--- config.mk ---
export PLATFORM = sky130hd
export DESIGN_NAME = multibyte_delimiter_tokenizer_unit
export DESIGN_NICKNAME = d
export VERILOG_FILES = /design/src/rtl/mdt_pkg.sv /design/src/rtl/mdt_cell.sv /design/src/rtl/multibyte_delimiter_tokenizer_unit.sv
export VERILOG_INCLUDE_DIRS = /design/src /design/src/rtl
export SDC_FILE = /design/constraint.sdc
export NUM_CORES = 1
export LEC_CHECK = 0
export ABC_AREA = 1
export BUFFER_PORTS_ARGS = -buffer_cell sky130_fd_sc_hd__buf_2
export CELL_PAD_IN_SITES_DETAIL_PLACEMENT = 0
export CELL_PAD_IN_SITES_GLOBAL_PLACEMENT = 1
export CORE_AREA = 10 10 214 156
export CTS_BUF_LIST = sky130_fd_sc_hd__clkbuf_4 sky130_fd_sc_hd__clkbuf_8 sky130_fd_sc_hd__clkbuf_16
export CTS_CLUSTER_SIZE = 14
export DETAILED_ROUTE_END_ITERATION = 12
export DIE_AREA = 0 0 224 166
export HOLD_SLACK_MARGIN = 0.08
export PLACE_DENSITY = 0.93
export SLEW_MARGIN = 10
export SYNTH_ARGS = -nofsm -noshare
export SYNTH_HDL_FRONTEND = slang
export SYNTH_SLANG_ARGS = --single-unit
--- constraint.sdc ---
create_clock -name clk -period 6.8 [get_ports clk]
set_input_delay 0.68 -clock clk [delete_from_list [all_inputs] [get_ports clk]]
set_output_delay 0.68 -clock clk [all_outputs]
set_load 0.005 [all_outputs]
--- src/rtl/multibyte_delimiter_tokenizer_unit_defines.svh ---
// Assertion macros used by the tokenizer unit to check its own logic.
`ifndef MULTIBYTE_DELIMITER_TOKENIZER_UNIT_DEFINES_SVH
`define MULTIBYTE_DELIMITER_TOKENIZER_UNIT_DEFINES_SVH

// The consequent must hold in the same cycle as the antecedent.
`define MDT_ASSERT_NOW(label, clk, rst_n, ante, cons, msg) \
    label: assert property (@(posedge clk) disable iff (!rst_n) (ante) |-> (cons)) \
        else $error(msg);

// The consequent must hold in the cycle after the antecedent.
`define MDT_ASSERT_NEXT(label, clk, rst_n, ante, cons, msg) \
    label: assert property (@(posedge clk) disable iff (!rst_n) (ante) |=> (cons)) \
        else $error(msg);

`endif

--- src/rtl/mdt_pkg.sv ---
package mdt_pkg;

    // Delimiter window and buffer limits.
    localparam int MAX_DELIMITER_BYTES = 8;
    localparam int BUFFER_BYTES        = 4096;

    localparam int BYTE_W  = 8;
    localparam int DELIM_W = MAX_DELIMITER_BYTES * BYTE_W;
    localparam int LEN_W   = 4;
    localparam int SEL_W   = $clog2(MAX_DELIMITER_BYTES);
    localparam int POS_W   = $clog2(BUFFER_BYTES) + 1;
    localparam int OFS_W   = $clog2(BUFFER_BYTES);
    localparam int CFG_IDX_W = 4;

    // Configuration register indexes.
    localparam logic [CFG_IDX_W-1:0] CFG_DELIM_BYTES  = 4'd0;
    localparam logic [CFG_IDX_W-1:0] CFG_DELIM_LENGTH = 4'd1;

    // Token status codes.
    localparam logic STATUS_FOUND = 1'b0;
    localparam logic STATUS_NONE  = 1'b1;

    localparam logic [DELIM_W-1:0] DELIM_BYTES_RESET  = 64'd44;
    localparam logic [LEN_W-1:0]   DELIM_LENGTH_RESET = 4'd1;

    typedef struct packed {
        logic [BYTE_W-1:0] data_byte;
        logic              last_byte;
    } in_beat_t;

    typedef struct packed {
        logic [OFS_W-1:0] token_offset;
        logic [POS_W-1:0] token_length;
        logic             token_status;
        logic             is_final;
    } out_beat_t;

    // Per-cycle control handed to every window cell.
    typedef struct packed {
        logic shift;
        logic clear;
    } cell_ctrl_t;

endpackage

--- src/rtl/mdt_cell.sv ---
// One byte of the comparison window: holds a byte, passes it on, and
// compares the byte entering it with its expected delimiter character.
module mdt_cell
    import mdt_pkg::*;
(
    input  logic              clk,
    input  logic              rst_n,
    input  cell_ctrl_t        ctrl,
    input  logic [BYTE_W-1:0] byte_in,
    input  logic [BYTE_W-1:0] want_byte,
    output logic [BYTE_W-1:0] byte_out,
    output logic              hit
);

    logic [BYTE_W-1:0] byte_reg;

    always_ff @(posedge clk or negedge rst_n)
    begin
        if (!rst_n)
        begin
            byte_reg <= '0;
        end
        else if (ctrl.clear)
        begin
            byte_reg <= '0;
        end
        else if (ctrl.shift)
        begin
            byte_reg <= byte_in;
        end
    end

    assign hit      = (byte_in == want_byte);
    assign byte_out = byte_reg;

endmodule

--- src/rtl/multibyte_delimiter_tokenizer_unit.sv ---
// Splits a byte stream at a configurable delimiter string of one to eight
// bytes and reports each non-empty token by offset and length. The block
// takes one byte per clock cycle unless stalled: the match is decided in the
// same cycle by a row of eight window cells, each comparing the byte
// entering it with its delimiter character, and the result is held in a
// single output register, so the input only stalls while a result waits
// there and the output side is stalled. A result appears on the output in the
// cycle after the byte that causes it. Matches are leftmost first and never
// overlap; leading delimiters and runs of delimiters give no empty tokens.
// When the last byte closes no token, a beat with the no-token status and
// is_final set ends the buffer. Bytes past the buffer limit are dropped,
// and the last byte then only closes the buffer. Configuration is written
// through its own port, which is always ready; a write takes effect from the
// next byte, and writes to an unknown index are ignored.
`include "multibyte_delimiter_tokenizer_unit_defines.svh"

module multibyte_delimiter_tokenizer_unit
    import mdt_pkg::*;
(
    input  logic                 clk,
    input  logic                 rst_n,
    input  logic                 in_valid,
    output logic                 in_stall,
    input  in_beat_t             in_data,
    output logic                 out_valid,
    input  logic                 out_stall,
    output out_beat_t            out_data,
    input  logic                 cfg_valid,
    output logic                 cfg_ready,
    input  logic [CFG_IDX_W-1:0] cfg_index,
    input  logic [DELIM_W-1:0]   cfg_data
);

    // Configuration registers.
    logic [DELIM_W-1:0] delim_reg;
    logic [LEN_W-1:0]   len_reg;

    // Per-buffer state.
    logic [POS_W-1:0] pos_reg;
    logic [OFS_W-1:0] start_reg;
    logic             inside_reg;
    logic [SEL_W-1:0] blackout_reg;
    logic [LEN_W-1:0] win_reg;

    // Output register.
    logic      out_valid_reg;
    out_beat_t out_reg;

    logic [LEN_W-1:0] eff_len;
    logic [LEN_W-1:0] win_inc;
    logic             in_fire;
    logic             overflow;
    logic             take;
    logic             matched;
    logic             emit;
    out_beat_t        result;
    logic [POS_W-1:0] pos_p1;
    logic [POS_W-1:0] mstart;
    logic [POS_W-1:0] start_ext;
    logic [OFS_W-1:0] open_start;
    cell_ctrl_t       cell_ctrl;

    logic [BYTE_W-1:0]              cell_in   [MAX_DELIMITER_BYTES];
    logic [BYTE_W-1:0]              cell_q    [MAX_DELIMITER_BYTES-1];
    logic [BYTE_W-1:0]              want      [MAX_DELIMITER_BYTES];
    logic [MAX_DELIMITER_BYTES-1:0] hit;
    logic [MAX_DELIMITER_BYTES-1:0] in_use;

    // The configuration port never pushes back.
    assign cfg_ready = 1'b1;

    always_ff @(posedge clk or negedge rst_n)
    begin
        if (!rst_n)
        begin
            delim_reg <= DELIM_BYTES_RESET;
            len_reg   <= DELIM_LENGTH_RESET;
        end
        else if (cfg_valid && cfg_ready)
        begin
            unique case (cfg_index)
                CFG_DELIM_BYTES:  delim_reg <= cfg_data;
                CFG_DELIM_LENGTH: len_reg   <= cfg_data[LEN_W-1:0];
                default:          ;
            endcase
        end
    end

    // Lengths above the window size behave as the full window.
    assign eff_len = (len_reg > LEN_W'(MAX_DELIMITER_BYTES)) ?
                     LEN_W'(MAX_DELIMITER_BYTES) : len_reg;

    // A new byte enters while the output register is free or being emptied.
    assign in_stall = out_valid_reg && out_stall;
    assign in_fire  = in_valid && !in_stall;
    assign overflow = (pos_reg >= POS_W'(BUFFER_BYTES));
    assign take     = in_fire && !overflow;

    assign cell_ctrl.shift = take;
    assign cell_ctrl.clear = in_fire && in_data.last_byte;

    // Cell j sees the byte that will be j places back after this shift and
    // compares it against delimiter character eff_len-1-j.
    always_comb
    begin
        logic [LEN_W-1:0] sel;
        sel = '0;
        for (int j = 0; j < MAX_DELIMITER_BYTES; j++)
        begin
            sel       = eff_len - LEN_W'(1) - LEN_W'(j);
            in_use[j] = (LEN_W'(j) < eff_len);
            want[j]   = delim_reg[BYTE_W * sel[SEL_W-1:0] +: BYTE_W];
            cell_in[j] = (j == 0) ? in_data.data_byte : cell_q[(j == 0) ? 0 : j - 1];
        end
    end

    for (genvar j = 0; j < MAX_DELIMITER_BYTES; j++)
    begin : g_cell
        if (j == MAX_DELIMITER_BYTES - 1)
        begin : g_tail
            mdt_cell u_cell (
                .clk       (clk),
                .rst_n     (rst_n),
                .ctrl      (cell_ctrl),
                .byte_in   (cell_in[j]),
                .want_byte (want[j]),
                .byte_out  (),
                .hit       (hit[j])
            );
        end
        else
        begin : g_body
            mdt_cell u_cell (
                .clk       (clk),
                .rst_n     (rst_n),
                .ctrl      (cell_ctrl),
                .byte_in   (cell_in[j]),
                .want_byte (want[j]),
                .byte_out  (cell_q[j]),
                .hit       (hit[j])
            );
        end
    end

    // Window fill count after this byte, saturating at the window size.
    assign win_inc = (win_reg < LEN_W'(MAX_DELIMITER_BYTES)) ?
                     win_reg + LEN_W'(1) : win_reg;

    // A match needs a quiet blackout, a nonzero length, enough bytes in the
    // window, and every cell in use reporting equality.
    assign matched = (blackout_reg == '0) && (eff_len != '0) &&
                     (win_inc >= eff_len) && (&(hit | ~in_use));

    assign pos_p1     = pos_reg + POS_W'(1);
    assign mstart     = pos_p1 - POS_W'(eff_len);
    assign start_ext  = {1'b0, start_reg};
    assign open_start = inside_reg ? start_reg : pos_reg[OFS_W-1:0];

    always_comb
    begin
        result = '0;
        emit   = 1'b0;
        if (overflow)
        begin
            // Past the limit only the last byte matters; it closes the buffer.
            if (in_data.last_byte)
            begin
                emit            = 1'b1;
                result.is_final = 1'b1;
                if (inside_reg)
                begin
                    result.token_offset = start_reg;
                    result.token_length = POS_W'(BUFFER_BYTES) - start_ext;
                    result.token_status = STATUS_FOUND;
                end
                else
                begin
                    result.token_status = STATUS_NONE;
                end
            end
        end
        else if (matched)
        begin
            // The delimiter closes the open token if anything precedes it.
            if (inside_reg && (mstart > start_ext))
            begin
                emit                = 1'b1;
                result.token_offset = start_reg;
                result.token_length = mstart - start_ext;
                result.token_status = STATUS_FOUND;
                result.is_final     = in_data.last_byte;
            end
            else if (in_data.last_byte)
            begin
                emit                = 1'b1;
                result.token_status = STATUS_NONE;
                result.is_final     = 1'b1;
            end
        end
        else if (in_data.last_byte)
        begin
            emit                = 1'b1;
            result.token_offset = open_start;
            result.token_length = pos_p1 - {1'b0, open_start};
            result.token_status = STATUS_FOUND;
            result.is_final     = 1'b1;
        end
    end

    always_ff @(posedge clk or negedge rst_n)
    begin
        if (!rst_n)
        begin
            pos_reg      <= '0;
            start_reg    <= '0;
            inside_reg   <= 1'b0;
            blackout_reg <= '0;
            win_reg      <= '0;
        end
        else if (in_fire && in_data.last_byte)
        begin
            // Every buffer starts from a clean state.
            pos_reg      <= '0;
            start_reg    <= '0;
            inside_reg   <= 1'b0;
            blackout_reg <= '0;
            win_reg      <= '0;
        end
        else if (take)
        begin
            pos_reg <= pos_p1;
            win_reg <= win_inc;
            if (blackout_reg != '0)
            begin
                blackout_reg <= blackout_reg - SEL_W'(1);
            end
            if (matched)
            begin
                inside_reg   <= 1'b0;
                blackout_reg <= SEL_W'(eff_len - LEN_W'(1));
            end
            else if (!inside_reg)
            begin
                start_reg  <= pos_reg[OFS_W-1:0];
                inside_reg <= 1'b1;
            end
        end
    end

    // Output register: loaded by a byte that gives a result, emptied when
    // the downstream side takes the beat.
    always_ff @(posedge clk or negedge rst_n)
    begin
        if (!rst_n)
        begin
            out_valid_reg <= 1'b0;
        end
        else if (in_fire && emit)
        begin
            out_valid_reg <= 1'b1;
        end
        else if (out_valid_reg && !out_stall)
        begin
            out_valid_reg <= 1'b0;
        end
    end

    always_ff @(posedge clk)
    begin
        if (in_fire && emit)
        begin
            out_reg <= result;
        end
    end

    assign out_valid = out_valid_reg;
    assign out_data  = out_reg;

    `MDT_ASSERT_NOW(a_hold_blocks_input, clk, rst_n,
        out_valid_reg && out_stall, in_stall,
        "input accepted while a result is held")
    `MDT_ASSERT_NEXT(a_last_clears_state, clk, rst_n,
        in_fire && in_data.last_byte,
        (pos_reg == '0) && !inside_reg && (blackout_reg == '0) && (win_reg == '0),
        "buffer state not cleared after the last byte")
    `MDT_ASSERT_NOW(a_blackout_no_match, clk, rst_n,
        blackout_reg != '0, !matched,
        "delimiter match during blackout")
    `MDT_ASSERT_NOW(a_no_token_beat, clk, rst_n,
        out_valid_reg && (out_reg.token_status == STATUS_NONE),
        (out_reg.token_offset == '0) && (out_reg.token_length == '0) && out_reg.is_final,
        "malformed no-token beat")

endmodule
==> run_results.csv, run 1 <==
group,metric,value,unit
power_and_ir_drop,peakVddDrop,0.000171,V
route,dr.pass1.iters,7,
finish,nets,2211,
global_routing,grt_pass1_wl,74000,um
synthesis,avgSynthCellArea,6.68,um2
finish,areaGrowthSynthToFinish,9.41,%
synthesis,synth_nets,2155,
sta,fin_crit,5.70,ns
clocking,cts_made_buffers,17,
floorplanning,core,29400,um2
floorplanning,die_area,37200,um2
power_and_ir_drop,powerDensity,371,nW/um2
synthesis,synthCells,2029,
route,drtIter0Drc,1737,
clocking,cts_tree,"done",
synthesis,synth_edf_count,27,
sta,timing.hold.ws,0.149,ns
sta,finalCritPeriodShare,83.8,%
critical_path,worstSetupPathType,"register to register",
clocking,htreeDepth,4,
status,outcome,"finished clean",
sta,slew_headroom,33.3,%
route,drt-vias-per-instance,5.58,
floorplanning,die_h,166,um
synthesis,async_flop_share,85.4,%
place,port_buffers,110,
clocking,cts_hold_buf,0,
synthesis,synth-main-ff-cell,"dfrtp_1",
sta,skew,0.0172,ns
global_routing,overflow,0,
critical_path,cp.required,6.98,ns
place,dpl_cell_area,14200,um2
global_routing,grt_max_degree,103,
synthesis,synth_cell_types,47,
finish,drive_gt1_share,9.63,%
critical_path,worstPathArrival,5.88,ns
global_routing,grt_pass1_vias,12800,
synthesis,synth_seq_area_share,35.2,%
route,drt_wl_total,48200,um
floorplanning,initial_utilization,46.1,%
place,place_congestion,1.05,
clocking,ctsResizeCount,0,
route,ant_nets,0,
sta,slew_viol_final,0,
clocking,cts_buffer_depth,2,
sta,rsz0062_at_grt,"no",
clocking,path_clk_slew,0.08,ns
finish,multiInputGateArea,7310,um2
finish,diodes,0,
floorplanning,rows,53,
critical_path,path_max_fanout,27,
clocking,cts.sinks,185,
min_path,hold_class,"input port to async pin",
critical_path,startpoint,"len_reg[1]",
route,wl_per_cell,19.4,um
critical_path,endpoint_kind,"register",
sta,fin_setup_tns,0,ns
critical_path,r2r_start,"len_reg[1]",
synthesis,synth_area,13600,um2
place,hpwl,37600,um
finish,fillerInstances,2942,
clocking,clockRootBuffer,"clkbuf_16",
sta,setup_viol,0,
floorplanning,ioPinCount,112,
synthesis,ys_ff_latch,185,
route,num_vias,13900,
critical_path,start_kind,"register",
global_routing,grt_antenna_before_repair,0,
synthesis,yosysWarningCount,0,
finish,final_area,14800,um2
global_routing,grtUsageTotal,25.5,%
clocking,post_cts_buffers,0,
route,drc,0,
clocking,insertion_delay,0.47,ns
finish,mostFrequentLayoutCells,"nand2_1 (680), inv_1 (249), nand3_1 (207), dfrtp_1 (154), nor2_1 (131)",
finish,largest_reg_flops,64,
finish,mostFrequentLayoutCell,"nand2_1",
job,drv_cap,0,
finish,regArea,4770,um2
power_and_ir_drop,cellLeakagePower,0.00771,uW
sta,hold_violations,0,
sta,worst_slew_pin_slew,0.996,ns
power_and_ir_drop,p_total,5510,uW
floorplanning,dieWidth,224,um
sta,max_freq,175,MHz
cells in the mapped netlist (all sizes together), types with 8 or more instances:
master,n,area share (%)
o22ai,66,3.0
clkbuf,38,1.1
nand3,209,7.8
ha,41,3.8
buf,49,2.7
mux2,9,0.75
nand4,11,0.51
edfxtp,27,6.0
o211ai,10,0.55
or2,9,0.42
a21oi,91,3.5
a31oi,8,0.37
xor2,32,2.1
o21ai,146,5.4
nor2,134,3.8
nand2,688,19
dfrtp,154,28
nor3,17,0.66
inv,255,7.1
final cells by class:
class	count	area share, %
clock buffers	18	3.04
inverters	258	6.55
repair buffers	124	4.55
flip-flops and latches	185	32.2
well taps	385	3.25
multi-input cells	1499	49.3
clock inverters	14	1.16
through the flow:
stage,utilization [%],std cells,setup WS [ns]
after CTS,50.5,2483,1.26
after global placement,48.4,2451,1.46
after floorplan,-,2029,2.18
after global routing,50.5,2483,0.661
final,50.5,2483,1.10
after detailed placement,48.4,2451,1.30
path summary, 6_finish.rpt:
kind                            cells after the start  slack, ns               to
worst max-delay path                               24       1.10      out_data[0]
worst min-delay path                                1       0.15    delim_reg[10]
worst max register to register                     24       1.10      out_data[0]
worst min register to register                      2       0.50  blackout_reg[0]
max in group asynchronous                           2       5.48    delim_reg[48]
min in group clk                                    2       0.45    delim_reg[39]
metal layers:
layer	up-vias	global-route usage [%]	part of all wire, %
met4	0	5.49	1.4
met5	-	0	0
met2	640	34.6	39
li1	6658	-	-
met3	44	11.1	14
met1	6515	36.4	45
worst max-delay path, stage by stage, from the launching register on:
cell,delay [ns]
dfrtp_1,0.58
nor2_1,0.19
nand2_1,0.12
nand2_1,0.34
nand2_2,0.35
ha_1,0.40
nand2_1,0.07
nor2_1,0.04
a211oi_1,0.29
o21ai_0,0.20
nor2_1,0.18
nand4_1,0.18
nor2_1,0.15
xor2_1,0.10
ha_1,0.35
inv_1,0.08
nor3_1,0.33
nand2_1,0.18
nor3_1,0.40
nor2_1,0.13
o21ai_2,0.25
nor2_1,0.10
nand2_1,0.09
nand2_1,0.05
buf_4,0.24
cells by family (layout without fill, tap and decap cells):
family	count (synthesis)	in the layout	synth area share [%]
AND/OR/NAND/NOR	1076	1076	33.0
buffers and inverters	345	414	10.9
AO/OA/AOI/OAI	330	330	13.4
flip-flops	185	185	35.2
adder cells (fa/ha/maj)	44	44	4.23
XOR/XNOR	39	39	2.52
multiplexers	9	9	0.748
other	1	1	0.0277
where the power goes:
| group | internal [uW] | leakage [uW] | switching [uW] |
|---|---|---|---|
| Combinational | 921 | 0.00516 | 2120 |
| Sequential | 1270 | 0.00224 | 103 |
| Clock | 581 | 0.000307 | 512 |
| Total | 2770 | 0.00771 | 2740 |
Note: power is estimated with default switching activity, not from simulation.
==> run 2: changes to the inputs <==
--- a/config.mk
+++ b/config.mk
@@ -10,13 +10,13 @@
 export BUFFER_PORTS_ARGS = -buffer_cell sky130_fd_sc_hd__buf_2
 export CELL_PAD_IN_SITES_DETAIL_PLACEMENT = 0
 export CELL_PAD_IN_SITES_GLOBAL_PLACEMENT = 1
-export CORE_AREA = 10 10 214 156
+export CORE_AREA = 10 10 232 168
 export CTS_BUF_LIST = sky130_fd_sc_hd__clkbuf_4 sky130_fd_sc_hd__clkbuf_8 sky130_fd_sc_hd__clkbuf_16
 export CTS_CLUSTER_SIZE = 14
 export DETAILED_ROUTE_END_ITERATION = 12
-export DIE_AREA = 0 0 224 166
+export DIE_AREA = 0 0 242 178
 export HOLD_SLACK_MARGIN = 0.08
-export PLACE_DENSITY = 0.93
+export PLACE_DENSITY = 0.85
 export SLEW_MARGIN = 10
 export SYNTH_ARGS = -nofsm -noshare
 export SYNTH_HDL_FRONTEND = slang
==> constraint.sdc (replaced) <==
create_clock -name clk -period 5.2 [get_ports clk]
set_input_delay 0.52 -clock clk [delete_from_list [all_inputs] [get_ports clk]]
set_output_delay 0.52 -clock clk [all_outputs]
set_load 0.005 [all_outputs]
==> run 2 against run 1 <==
  * Combinational power grew 30%
  * Cell area grew 2.0%
  * First-iteration DRC count shrank 2.4%
  * Critical path depth grew 2
  * Worst setup slack lost 0.80 ns
  * Register-to-register slack lost 0.80 ns
  * Sequential power grew 31%
  * Final cell count grew 4.3%
  * Clock-buffer cell count grew 1
  * Clock power grew 34%
  * Sequential cell count is the same
  * Total power grew 31%
  * Largest cell class unchanged
==> run_results.csv, run 2 (synthesis gave the netlist of run 1 again) <==
group,metric,value,unit
floorplanning,initial_utilization,39.4,%
critical_path,worstPathArrival,5.11,ns
power_and_ir_drop,p_total,7220,uW
floorplanning,die_h,178,um
critical_path,cp_slowest_cell,"dfrtp_1",
critical_path,path_delay_family,"simple AND/OR/NAND/NOR gates",
finish,mostFrequentLayoutCell,"nand2_1",
sta,worst_slew_pin_slew,0.998,ns
min_path,hold_class,"input port to register",
floorplanning,die_area,43100,um2
global_routing,grtUsageTotal,21.7,%
clocking,cts_tree,"done",
floorplanning,dieWidth,242,um
floorplanning,ioPinCount,112,
power_and_ir_drop,comb_power_share,54.9,%
global_routing,overflow,0,
finish,largest_reg_flops,64,
sta,setup_viol,0,
power_and_ir_drop,powerDensity,477,nW/um2
power_and_ir_drop,clockPowerShare,20.2,%
place,place_congestion,0.934,
clocking,htreeDepth,4,
finish,nets,2231,
clocking,path_clk_slew,0.08,ns
critical_path,worstSetupPathType,"register to register",
global_routing,grt_max_degree,66,
finish,areaGrowthSynthToFinish,11.6,%
route,num_vias,13700,
sta,slew_viol_final,0,
route,dr.pass1.iters,8,
route,drtIter0Drc,1696,
sta,hold_violations,0,
power_and_ir_drop,peakVddDrop,0.000311,V
power_and_ir_drop,power.switching,3490,uW
global_routing,grt_pass1_vias,12900,
global_routing,grt_pass1_wl,73900,um
place,port_buffers,110,
sta,max_freq,204,MHz
power_and_ir_drop,cellLeakagePower,0.00783,uW
critical_path,crit_top_cell,"nand2_1",
clocking,cts.sinks,185,
sta,fin_crit,4.90,ns
sta,finalCritPeriodShare,94.2,%
sta,rsz0062_at_grt,"no",
route,drc,0,
sta,slew_headroom,33.2,%
critical_path,cp.required,5.41,ns
sta,skew,0.0142,ns
global_routing,grt_antenna_before_repair,0,
clocking,cts_buffer_depth,2,
clocking,clockRootBuffer,"clkbuf_16",
status,outcome,"finished clean",
route,ant_nets,0,
floorplanning,rows,57,
power_and_ir_drop,sw_frac_of_total,48.4,%
critical_path,endpoint_kind,"register",
critical_path,start_kind,"register",
power_and_ir_drop,seqPwrFrac,24.9,%
clocking,cts_made_buffers,17,
job,drv_cap,0,
route,drt-vias-per-instance,5.29,
route,drt_wl_total,47100,um
finish,drive_gt1_share,10.5,%
sta,fin_setup_tns,0,ns
clocking,insertion_delay,0.47,ns
floorplanning,core,34400,um2
finish,mostFrequentLayoutCells,"nand2_1 (680), inv_1 (249), nand3_1 (207), dfrtp_1 (154), nor2_1 (131)",
critical_path,critPathBufInv,4,
finish,diodes,0,
place,hpwl,36600,um
power_and_ir_drop,p_int,3730,uW
route,wl_per_cell,18.2,um
critical_path,slowest_delay,0.41,ns
critical_path,path_max_fanout,11,
## run 2: cell types whose count changed in the layout (fill, tap and decap cells not counted), sizes merged
cell         previous run  this run
buf                   124       143
bufinv                  2         3
clkbuf                 18        19
clkinv                  5         4
clkinvlp                1         0
dlygate4sd3             0         1
## run 2: power by group through the flow
stage | clock network, uW | registers (uW) | logic, uW
2_1_floorplan | 0 | 1770 | 2830
4_1_cts | 1470 | 1790 | 3880
6_report | 1460 | 1800 | 3960
3_3_place_gp | 0 | 1820 | 3800
5_1_grt | 1530 | 1820 | 4440
3_5_place_dp | 0 | 1820 | 3860
## run 2: worst paths after layout
| kind | start | depth (start not counted) | end | slack (ns) |
|---|---|---|---|---|
| hold reg to reg | blackout_reg[1] | 2 | blackout_reg[1] | 0.49 |
| max in group asynchronous | rst_n | 3 | g_cell[2].g_body.u_cell.byte_out[5] | 3.42 |
| setup reg to reg | pos_reg[0] | 26 | out_data[15] | 0.30 |
| min in group asynchronous | rst_n | 2 | delim_reg[17] | 0.62 |
| setup / recovery | pos_reg[0] | 26 | out_data[15] | 0.30 |
| hold / removal | cfg_data[44] | 2 | delim_reg[44] | 0.28 |
## run 2: per-layer routing
metal | part of all wire [%] | track usage [%]
met1 | 48 | 31.6
met2 | 42 | 32.8
met3 | 8.0 | 3.90
met4 | 1.2 | 4.81
met5 | 0 | 0
## run 2: layout make-up
type	instances	area [um2]
Tap cell	472	591
Timing Repair Buffer	144	840
Multi-Input combinational cell	1499	7320
Sequential cell	185	4770
Inverter	258	971
Clock buffer	19	458
Clock inverter	13	174
Fill cell	3622	19200
## run 2: worst register-to-register path, cell delays in order, from the launching register on
cell	delay (ns)
dfrtp_1	0.41
inv_1	0.15
nor3_4	0.35
xor2_1	0.23
inv_1	0.11
ha_1	0.35
nand2_1	0.08
nor2_1	0.04
a211oi_1	0.33
nand3_1	0.20
nor3_2	0.25
nand2_1	0.09
nor2_1	0.13
xor2_1	0.09
ha_1	0.33
inv_1	0.09
nor3_1	0.27
nand2_1	0.12
nor3_1	0.19
nor2_1	0.09
o21ai_2	0.23
nor2_4	0.07
buf_4	0.19
nand2_1	0.07
nand2_1	0.05
nand2_1	0.05
nand2_1	0.08
## run 2: repair_timing
action,in CTS,in global routing
setup buffers,0,2
hold endpoints to repair,56,0
endpoints found under the setup margin,0,44
hold buffers,1,0
resized for setup,0,2
## run 2: through the flow
| step | std cells | hold slack [ns] | util (%) | area [um2] | setup slack, ns |
|---|---|---|---|---|---|
| 3_3_place_gp | 2555 | 0.469 | 42.1 | 14500 | 0.502 |
| 3_5_place_dp | 2555 | 0.471 | 42.1 | 14500 | 0.159 |
| 5_1_grt | 2590 | 0.279 | 44.0 | 15100 | 0.00636 |
| 4_1_cts | 2588 | 0.271 | 43.9 | 15100 | 0.147 |
| 2_1_floorplan | 2029 | 0.224 | - | 13600 | 0.579 |
| 6_report | 2590 | 0.281 | 44.0 | 15100 | 0.302 |
